$ cat src/rtl/crwq_pkg.sv
// Types and constants for the core reservation wait queue.
// No dependencies; used by the top level, the checker and the queue RAM users.
`default_nettype none

package crwq_pkg;

    // Cores that can ever be handed out; a larger configured total acts as this.
    localparam logic [6:0] CORE_LIMIT = 7'd64;

    // Transaction kinds
    localparam logic KIND_RESERVE = 1'b0;
    localparam logic KIND_RELEASE = 1'b1;

    typedef struct packed {
        logic       kind;
        logic [7:0] requester;
        logic [6:0] core_count;
    } t_req;

    typedef struct packed {
        logic       granted;
        logic [5:0] first_core;
        logic       queued;
        logic       queue_overflow;
        logic       release_underflow;
        logic       woken_valid;
        logic [7:0] woken_requester;
        logic [6:0] woken_cores;
        logic [6:0] active_after;
    } t_result;

    // One pending queue entry
    typedef struct packed {
        logic [7:0] requester;
        logic [6:0] need;
    } t_entry;

    // A need fits when active + need stays within the clamped total.
    function automatic logic fits(input logic [6:0] active, input logic [6:0] need,
                                  input logic [6:0] total);
        logic [6:0] eff;
        eff = (total > CORE_LIMIT) ? CORE_LIMIT : total;
        return ({1'b0, active} + {1'b0, need}) <= {1'b0, eff};
    endfunction

endpackage

`default_nettype wire

$ cat src/rtl/crwq_ram.sv
// Generic single-write, single-read RAM with registered read data.
// No dependencies.
`default_nettype none

module crwq_ram #(
    parameter int WIDTH  = 15,
    parameter int DEPTH  = 16,
    parameter int ADDR_W = (DEPTH > 1) ? $clog2(DEPTH) : 1
) (
    input  wire logic              i_clk,
    input  wire logic              i_we,
    input  wire logic [ADDR_W-1:0] i_waddr,
    input  wire logic [WIDTH-1:0]  i_wdata,
    input  wire logic [ADDR_W-1:0] i_raddr,
    output logic      [WIDTH-1:0]  o_rdata
);

    logic [WIDTH-1:0] r_mem [DEPTH];

    always_ff @(posedge i_clk) begin
        if (i_we) begin
            r_mem[i_waddr] <= i_wdata;
        end
        o_rdata <= r_mem[i_raddr];
    end

endmodule

`default_nettype wire

$ cat src/rtl/core_reservation_wait_queue.sv
// Reserve: result strobe in the cycle after start and busy stays low, so reserves run every
// cycle while no release is in progress. Release: with an empty queue the result comes
// in the cycle after start, else the queue is scanned and a woken entry is removed; busy
// drops as the strobe rises. The queue RAM read port visits one entry per cycle, first
// scanning for a fit and then moving later entries down one slot.
// Results cannot be stalled. Synchronous active-low reset clears the count, the fill
// and the sequencer and sets the total to 64; queue contents are not cleared.
// Uses crwq_pkg and crwq_ram.
`default_nettype none

module core_reservation_wait_queue #(
    parameter int QUEUE_DEPTH = 16
) (
    input  wire logic             i_clk,
    input  wire logic             i_rst_n,
    input  wire logic             start,
    output logic                  busy,
    input  wire crwq_pkg::t_req   i_item,
    input  wire logic             i_cfg_we,
    input  wire logic [6:0]       i_cfg_wdata,
    output logic                  o_result_valid,
    output crwq_pkg::t_result     o_result
);

    localparam int AW = (QUEUE_DEPTH > 1) ? $clog2(QUEUE_DEPTH) : 1;
    localparam int CW = $clog2(QUEUE_DEPTH + 1);
    localparam int EW = $bits(crwq_pkg::t_entry);

    localparam logic [1:0] ST_IDLE  = 2'd0;
    localparam logic [1:0] ST_SCAN  = 2'd1;
    localparam logic [1:0] ST_SHIFT = 2'd2;

    logic [1:0]        r_state, n_state;
    logic [6:0]        r_total, n_total;
    logic [6:0]        r_active, n_active;
    logic [CW-1:0]     r_fill, n_fill;
    logic [CW-1:0]     r_pend, n_pend;
    logic              r_underflow, n_underflow;
    crwq_pkg::t_entry  r_woken, n_woken;
    crwq_pkg::t_result r_result, n_result;
    logic              r_result_valid, n_result_valid;

    logic              accept;
    logic [CW:0]       pend_inc;
    logic [CW-1:0]     pend_dec;
    logic              ram_we;
    logic [AW-1:0]     ram_waddr;
    crwq_pkg::t_entry  ram_wdata;
    logic [AW-1:0]     ram_raddr;
    logic [EW-1:0]     ram_rdata;
    crwq_pkg::t_entry  rd_entry;

    assign busy     = (r_state != ST_IDLE);
    assign accept   = start && !busy;
    assign pend_inc = {1'b0, r_pend} + (CW+1)'(1);
    assign pend_dec = r_pend - CW'(1);
    assign rd_entry = crwq_pkg::t_entry'(ram_rdata);

    // Queue storage: requester id and need per entry
    crwq_ram #(
        .WIDTH (EW),
        .DEPTH (QUEUE_DEPTH)
    ) u_queue (
        .i_clk   (i_clk),
        .i_we    (ram_we),
        .i_waddr (ram_waddr),
        .i_wdata (EW'(ram_wdata)),
        .i_raddr (ram_raddr),
        .o_rdata (ram_rdata)
    );

    // Sequencer and next-state logic
    always_comb begin
        n_state        = r_state;
        n_total        = i_cfg_we ? i_cfg_wdata : r_total;
        n_active       = r_active;
        n_fill         = r_fill;
        n_pend         = r_pend;
        n_underflow    = r_underflow;
        n_woken        = r_woken;
        n_result       = r_result;
        n_result_valid = 1'b0;
        ram_we         = 1'b0;
        ram_waddr      = pend_dec[AW-1:0];
        ram_wdata      = rd_entry;
        // read one past the entry now on the read data; entry 0 when starting
        ram_raddr      = (r_state == ST_IDLE) ? AW'(0) : pend_inc[AW-1:0];

        case (r_state)
            ST_IDLE: begin
                if (accept) begin
                    n_result = '0;
                    if (i_item.kind == crwq_pkg::KIND_RESERVE) begin
                        n_result_valid = 1'b1;
                        if (crwq_pkg::fits(r_active, i_item.core_count, r_total)) begin
                            n_result.granted    = 1'b1;
                            n_result.first_core = r_active[5:0];
                            n_active            = r_active + i_item.core_count;
                        end else if (r_fill < CW'(QUEUE_DEPTH)) begin
                            // 8-bit ids are always below the requester limit of 256
                            ram_we                   = 1'b1;
                            ram_waddr                = r_fill[AW-1:0];
                            ram_wdata.requester      = i_item.requester;
                            ram_wdata.need           = i_item.core_count;
                            n_fill                   = r_fill + CW'(1);
                            n_result.queued          = 1'b1;
                        end else begin
                            n_result.queue_overflow  = 1'b1;
                        end
                        n_result.active_after = n_active;
                    end else begin
                        // release: clamp at zero
                        if (i_item.core_count > r_active) begin
                            n_active    = '0;
                            n_underflow = 1'b1;
                        end else begin
                            n_active    = r_active - i_item.core_count;
                            n_underflow = 1'b0;
                        end
                        if (r_fill == '0) begin
                            n_result_valid             = 1'b1;
                            n_result.release_underflow = n_underflow;
                            n_result.active_after      = n_active;
                        end else begin
                            n_pend  = '0;
                            n_state = ST_SCAN;
                        end
                    end
                end
            end

            ST_SCAN: begin
                // rd_entry holds entry r_pend
                if (crwq_pkg::fits(r_active, rd_entry.need, r_total)) begin
                    n_woken = rd_entry;
                    n_pend  = pend_inc[CW-1:0];
                    n_state = ST_SHIFT;
                end else if (pend_inc >= {1'b0, r_fill}) begin
                    n_result_valid             = 1'b1;
                    n_result                   = '0;
                    n_result.release_underflow = r_underflow;
                    n_result.active_after      = r_active;
                    n_state                    = ST_IDLE;
                end else begin
                    n_pend = pend_inc[CW-1:0];
                end
            end

            ST_SHIFT: begin
                // move entry r_pend down one slot, keeping order
                if (r_pend < r_fill) begin
                    ram_we = 1'b1;
                    n_pend = pend_inc[CW-1:0];
                end else begin
                    n_fill                     = r_fill - CW'(1);
                    n_result_valid             = 1'b1;
                    n_result                   = '0;
                    n_result.release_underflow = r_underflow;
                    n_result.woken_valid       = 1'b1;
                    n_result.woken_requester   = r_woken.requester;
                    n_result.woken_cores       = r_woken.need;
                    n_result.active_after      = r_active;
                    n_state                    = ST_IDLE;
                end
            end

            default: begin
                n_state = ST_IDLE;
            end
        endcase
    end

    // Control registers
    always_ff @(posedge i_clk) begin
        if (!i_rst_n) begin
            r_state        <= ST_IDLE;
            r_total        <= 7'd64;
            r_active       <= '0;
            r_fill         <= '0;
            r_pend         <= '0;
            r_underflow    <= 1'b0;
            r_result_valid <= 1'b0;
        end else begin
            r_state        <= n_state;
            r_total        <= n_total;
            r_active       <= n_active;
            r_fill         <= n_fill;
            r_pend         <= n_pend;
            r_underflow    <= n_underflow;
            r_result_valid <= n_result_valid;
        end
    end

    // Payload registers
    always_ff @(posedge i_clk) begin
        r_woken  <= n_woken;
        r_result <= n_result;
    end

    assign o_result_valid = r_result_valid;
    assign o_result       = r_result;

endmodule

`default_nettype wire

$ cat config.mk
export PLATFORM = sky130hd
export DESIGN_NAME = core_reservation_wait_queue
export DESIGN_NICKNAME = d
export VERILOG_FILES = /design/src/rtl/crwq_pkg.sv /design/src/rtl/crwq_ram.sv /design/src/rtl/core_reservation_wait_queue.sv
export SDC_FILE = /design/constraint.sdc
export NUM_CORES = 1
export LEC_CHECK = 0
export BUFFER_PORTS_ARGS = -buffer_cell sky130_fd_sc_hd__buf_4
export CAP_MARGIN = 5
export CORE_ASPECT_RATIO = 1.1
export CORE_UTILIZATION = 55
export CTS_BUF_LIST = sky130_fd_sc_hd__clkbuf_16
export DETAILED_ROUTE_END_ITERATION = 16
export GPL_ROUTABILITY_DRIVEN = 0
export HOLD_SLACK_MARGIN = 0.03
export PLACE_DENSITY_LB_ADDON = 0.1
export SYNTH_ARGS = -nofsm -noshare
export SYNTH_HDL_FRONTEND = slang
export SYNTH_HIERARCHICAL = 1
export SYNTH_SLANG_ARGS = --single-unit
$ cat constraint.sdc
create_clock -name i_clk -period 6.7 [get_ports i_clk]
set_clock_uncertainty 0.2 [all_clocks]
set_input_delay 0.335 -clock i_clk [delete_from_list [all_inputs] [get_ports i_clk]]
set_output_delay 0.335 -clock i_clk [all_outputs]
set_load 0.005 [all_outputs]
# [Yosys cells after proc, flatten, opt, wreduce, memory -nomap -nowiden]
# Memories as Yosys holds them, arrays and structs flattened. A register that Yosys moved wholly into a read port is not among the register bits.
# Index checks and enable logic that the tools add are counted.
[word_totals] output_inout_bits=35 memories=1 wordCells=126 mem_bits_rw=240 reg_bits=76
[mem_list] name="u_queue.r_mem" depth=16 word_bits=15 read_ports=1 rd_ports_with_merged_regs=1 wr=1 line="crwq_ram.sv:18" text="logic [WIDTH-1:0] r_mem [DEPTH];"
[op_classes] muxes=64 n_reduce_logical=14 magnitude_cmp=7 eq_ne=14 add_sub_neg=8
[ops] op="33-bit 2-to-1 mux" count=4
[ops] op="33-bit one-hot mux with 3 select lines" count=1
[ops] op="15-bit 2-to-1 mux" count=5
[ops] op="5-bit 2-to-1 mux" count=11
[ops] op="7-bit 2-to-1 mux" count=7
[ops] op="4-bit 2-to-1 mux" count=6
[ops] op="2-bit != test, second input constant" count=9
[ops] op="1-bit 2-to-1 mux" count=17
[ops] op="7-bit by 7-bit adder with 8-bit output" count=2
[ops] op="8-bit by 7-bit less-or-equal comparator with 1-bit output" count=2
[ops] op="5-bit one-hot mux with 3 select lines" count=1
[ops] op="2-bit 2-to-1 mux" count=7
[ops] op="6-bit AND reduction" count=2
[ops] op="5-bit one-hot mux with 2 select lines" count=1
[ops] op="5-bit AND reduction" count=2
[ops] op="9-bit 2-to-1 mux" count=1
[ops] op="7-bit adder" count=1
[ops] op="7-bit greater-than comparator" count=1
[ops] op="7-bit greater-than comparator, second input constant" count=1
[ops] op="7-bit subtractor" count=1
[ops] op="5-bit by 1-bit adder with 6-bit output, second input constant" count=1
[ops] op="6-bit by 5-bit >= comparator with 1-bit output" count=1
[ops] op="3-bit != test, second input constant" count=2
[ops] op="2-bit one-hot mux with 3 select lines" count=1
[ops] op="other kinds (18)" count=20

# [Depth between registers and ports, before layout]
[logic_depth] depth_word=9 ltp_mapped=19 ltp_nobuf=18

# [By module]
# Netlist, hierarchy kept.
[modules_own_cells] mod="crwq_ram" area_per_inst_um2=9446.6 cells_each=406 n_inst=1
[modules_own_cells] mod="core_reservation_wait_queue" area_per_inst_um2=5101.1 cells_each=513 n_inst=1

# [Least setup slack after synthesis]
# OpenSTA, ideal clock, no wires.
[synth_timing] kind="reg-to-reg" startpoint="register r_active[1]" endpoint="register r_result (netlist bit o_result[0]) (enable)" required_time_ns=6.026 setup_ns=0.474 stages_incl_launch_ff=16 setup_slack_ns=1.149 t_arrival_ns=4.877 cell_sequence="dfxtp_1 -> inv_1 -> fa_1 -> inv_1 -> a21o_1 -> a21oi_1 -> o21bai_1 -> a21oi_1 -> xnor2_1 -> ha_1 -> nand3_1 -> a21oi_1 -> o22ai_1 -> nand3_1 -> nand2_1 -> a211oi_1"
[synth_between] elab_chain_len=4
[synth_lines] element="start, declared" line="core_reservation_wait_queue.sv:35" text="logic [6:0] r_active, n_active;"
[synth_lines] element="start signal, assigned" line="core_reservation_wait_queue.sv:186" text="r_active <= n_active;"
[synth_lines] element="7-bit by 7-bit adder with 8-bit output" line="crwq_pkg.sv:43" text="return ({1'b0, active} + {1'b0, need}) <= {1'b0, eff};"
[synth_lines] element="8-bit by 7-bit less-or-equal comparator with 1-bit output" line="crwq_pkg.sv:43"
[synth_lines] element="2-bit != test (no line)"
[synth_lines] element="5-bit AND reduction (no line)"
[synth_lines] element="end signal, assigned" line="core_reservation_wait_queue.sv:197" text="r_result <= n_result;"
[synth_lines] element="end, declared" line="core_reservation_wait_queue.sv:40" text="crwq_pkg::t_result r_result, n_result;"
# Every way passes these cells.
# A chain may end at the register's enable or synchronous reset.

# [Worst setup path after layout]
[layout_timing] startpoint="register r_active[1]" endpoint="memory u_queue.r_mem[2][1] (enable)"
[layout_between] elab_cells_between_ends=12
[layout_lines] element="7-bit by 7-bit adder with 8-bit output" line="crwq_pkg.sv:43"
[layout_lines] element="8-bit by 7-bit less-or-equal comparator with 1-bit output" line="crwq_pkg.sv:43"
[layout_lines] element="4-bit 2-to-1 mux" line="core_reservation_wait_queue.sv:95" text="if (crwq_pkg::fits(r_active, i_item.core_count, r_total)) begin"
[layout_lines] element="4-bit 2-to-1 mux" line="core_reservation_wait_queue.sv:93" text="if (i_item.kind == crwq_pkg::KIND_RESERVE) begin"
[layout_lines] element="4-bit 2-to-1 mux" line="core_reservation_wait_queue.sv:91" text="if (accept) begin"
[layout_lines] element="4-bit 2-to-1 mux" line="core_reservation_wait_queue.sv:89" text="case (r_state)"
[layout_lines] element="net ram_waddr[1]" line="core_reservation_wait_queue.sv:47" text="logic [AW-1:0] ram_waddr;"
[layout_lines] element="end, declared" line="crwq_ram.sv:18"
# The timed path passes the listed nets, and every way through them passes these cells.

==> impl_metrics.json <==
{
  "synth_top_area_cell": "edfxtp_1",
  "firstDrtPassIters": 5,
  "min_path_type": "in2reg",
  "clock_sinks": 331,
  "yosys-top-cells-count": "288 x edfxtp_1, 54 x ha_1, 46 x nand2_1, 44 x mux4_2, 44 x nor2_1",
  "synthesis.area_mm2": 0.0145,
  "worstPathCellList": "inv_1, fa_1, nor2_1, or3_1, a31oi_1, o21bai_1, xnor2_1, ha_1, nand3_1, nor3_1, a21oi_1, nand2_1, a2111oi_4, mux2i_1, nand2b_1, nor2_1, buf_4",
  "max-clock-path-buffers": 3,
  "wl_per_cell_um": 23.4,
  "drv_cap": 0,
  "hpwl_um": 21900,
  "cts.clk_slew.worst_paths_ns": 0.06,
  "fp.dieH_um": 173,
  "avgSynthCellArea_um2": 15.8,
  "leakagePower_nw": 5.96,
  "max_stage_delay_ns": 0.67,
  "post-place-cells": 1318,
  "grt_pass1_wl_um": 49700,
  "tightest_slew_ns": 1.20,
  "drtAntennaViolNets": 0,
  "powerDensity_mw_per_mm2": 402,
  "stdcell_count": 1398,
  "synth_warnings": 6,
  "layout_setup_ws_ns": 1.62,
  "yosysSeqAreaShare_pct": 65.4,
  "start_util_pct": 55.8,
  "grt_pass1_vias": 8357,
  "grtUsageMet3_pct": 3.63,
  "fin_crit_sh_pct": 75.8,
  "power.total_mw": 6.74,
  "ir_worst_vdd_mv": 0.228,
  "crit_fanout": 15,
  "slew_viol_final": 0,
  "syn_inst": 919,
  "areaGrowthSynthToFinish_pct": 15.3,
  "yosysMostFrequentCell": "edfxtp_1",
  "dieWidth_um": 157,
  "diodes": 0,
  "grt_max_degree": 61,
  "overflow": 0,
  "synthDistinctLibCells": 62,
  "use_met2_pct": 43.6,
  "root_buffer": "clkbuf_16",
  "max_freq_ghz": 0.197,
  "final_area_mm2": 0.0168,
  "synth_top_area_share_pct": 59.4,
  "synth.net_count": 1004,
  "clock_latency_ns": 0.53,
  "use_met1_pct": 32.1,
  "hold_viol": 0,
  "top_usage_layer": "met2",
  "rsz0062_at_grt": "no",
  "dieArea_mm2": 0.0271,
  "status": "complete, no violations",
  "yosys-top-cells-area": "edfxtp_1 59%, mux4_2 6.8%, dfxtp_1 5.9%",
  "routed_wl_um": 32700,
  "fin_util_pct": 64.4,
  "rows": 62,
  "placed_cell_area_mm2": 0.0155,
  "place_ws_ns": 1.64,
  "slew_headroom_pct": 19.5,
  "crit_type": "reg2reg",
  "ctsResizeCount": 0,
  "async_flop_share_pct": 0,
  "cts_tree": "yes",
  "critPathRequiredTime_ns": 6.69,
  "grt.total_usage_pct": 25.0,
  "antenna_found_initial": 0,
  "place.port_buffers": 61,
  "startpoint_type": "register",
  "setup_viol": 0,
  "drt_iter0_drc": 662,
  "vias": 8301,
  "endpoint_kind": "register",
  "drc": 0,
  "synth-edff-count": 288,
  "ys_ff_latch": 331,
  "cp.arrival_ns": 5.07,
  "slowest_stage": "mux2i_1",
  "cts_buffers": 35,
  "htree_levels": 2,
  "boundaryPins": 62,
  "core_mm2": 0.0261,
  "cpMostUsedCell": "nor2_1",
  "drive_gt1_share_pct": 20.3,
  "synthFlopType": "edfxtp_1",
  "nNetsFinal": 1104,
  "period_minus_slack_ns": 5.08,
  "final.setup.tns_ns": 0,
  "holdWs_ns": 0.127,
  "vias_per_cell": 5.94
}
==> final cells by class <==
cell class | count | area [um^2]
Timing Repair Buffer | 102 | 806
Sequential cell | 331 | 9510
Multi-Input combinational cell | 509 | 4730
Fill cell | 1903 | 9290
Clock buffer | 35 | 876
Tap cell | 352 | 440
Clock inverter | 29 | 270
Inverter | 40 | 150
==> registers in the layout (all words and copies together), names as in the netlist <==
name and count:
r_pend 5, r_state 2, r_woken 15, r_active 7, r_fill 5, u_queue/o_rdata 15
o_result 33, u_queue/r_mem 240, r_total 7, r_underflow 1, o_result_valid 1
==> logic make-up (layout without fill, tap and decap cells) <==
group | count (synthesis) | after routing | synth area share, %
buf+inv | 79 | 206 | 2.48
xor+xnor | 20 | 20 | 1.20
mux | 90 | 90 | 11.9
fa+ha+maj | 58 | 58 | 5.19
simple gates | 193 | 193 | 6.62
compound gates | 148 | 148 | 7.25
flops | 331 | 331 | 65.4
==> what timing repair did <==
action	in CTS	in global routing
hold buffers	16	0
hold endpoints to repair	20	0
setup buffers	0	0
==> cells in the final DEF, fill, tap and decap left out, types with 5 or more instances in the layout <==
cell type      instances
o211ai_1               8
and3_1                 7
or3_1                  6
a221o_1                5
a22oi_1               30
nor2_1                43
mux4_2                44
clkinv_1               9
clkbuf_16             35
a21o_1                 7
buf_4                 86
mux2_2                14
nor3_1                 7
xor2_1                 8
mux4_1                16
a21oi_1               41
nand2_1               46
nand3_1               20
nand2b_1               6
dfxtp_1               43
dlygate4sd3_1         16
nor2b_1                7
a31oi_1                9
ha_1                  54
nand3b_1              12
edfxtp_1             288
xnor2_1               12
mux2i_1               16
inv_1                 46
and2_1                25
o21ai_0               16
==> path summary, 6_finish.rpt <==
check	startpoint	to	slack (ns)	cells past startpoint
min	i_item[15]	r_underflow$_SDFFE_PN0P_	0.13	3
max	r_active[1]$_SDFFE_PN0P_	u_queue/r_mem[2][1]$_DFFE_PP_	1.62	17
max reg2reg	r_active[1]$_SDFFE_PN0P_	u_queue/r_mem[2][1]$_DFFE_PP_	1.62	17
min reg2reg	u_queue/o_rdata[9]$_DFF_P_	r_woken[9]$_DFFE_PP_	0.23	0
==> routing by layer <==
metal / vias to the layer above / part of all wire, %
met1: 4177 / 40
met4: 0 / 2.9
met3: 61 / 5.5
li1: 3789 / -
met2: 274 / 52
met5: - / 0
==> critical path, delay by kind of cell, from the launching register on <==
family,cells,cell delay [ns]
AOI/OAI and AO/OA,4,0.95
buffers and inverters,2,0.45
and+or+nand+nor,7,1.06
muxes,1,0.67
adders and majority gates,2,0.75
DFF,1,0.47
xor gates and xnor gates,1,0.19
==> report_power, final <==
group	switching, mW	internal [mW]
clock	0.777	1.12
sequential	0.107	2.69
combinational	1.27	0.789
total	2.15	4.59
No activity file was read; power rests on OpenSTA's default activity.
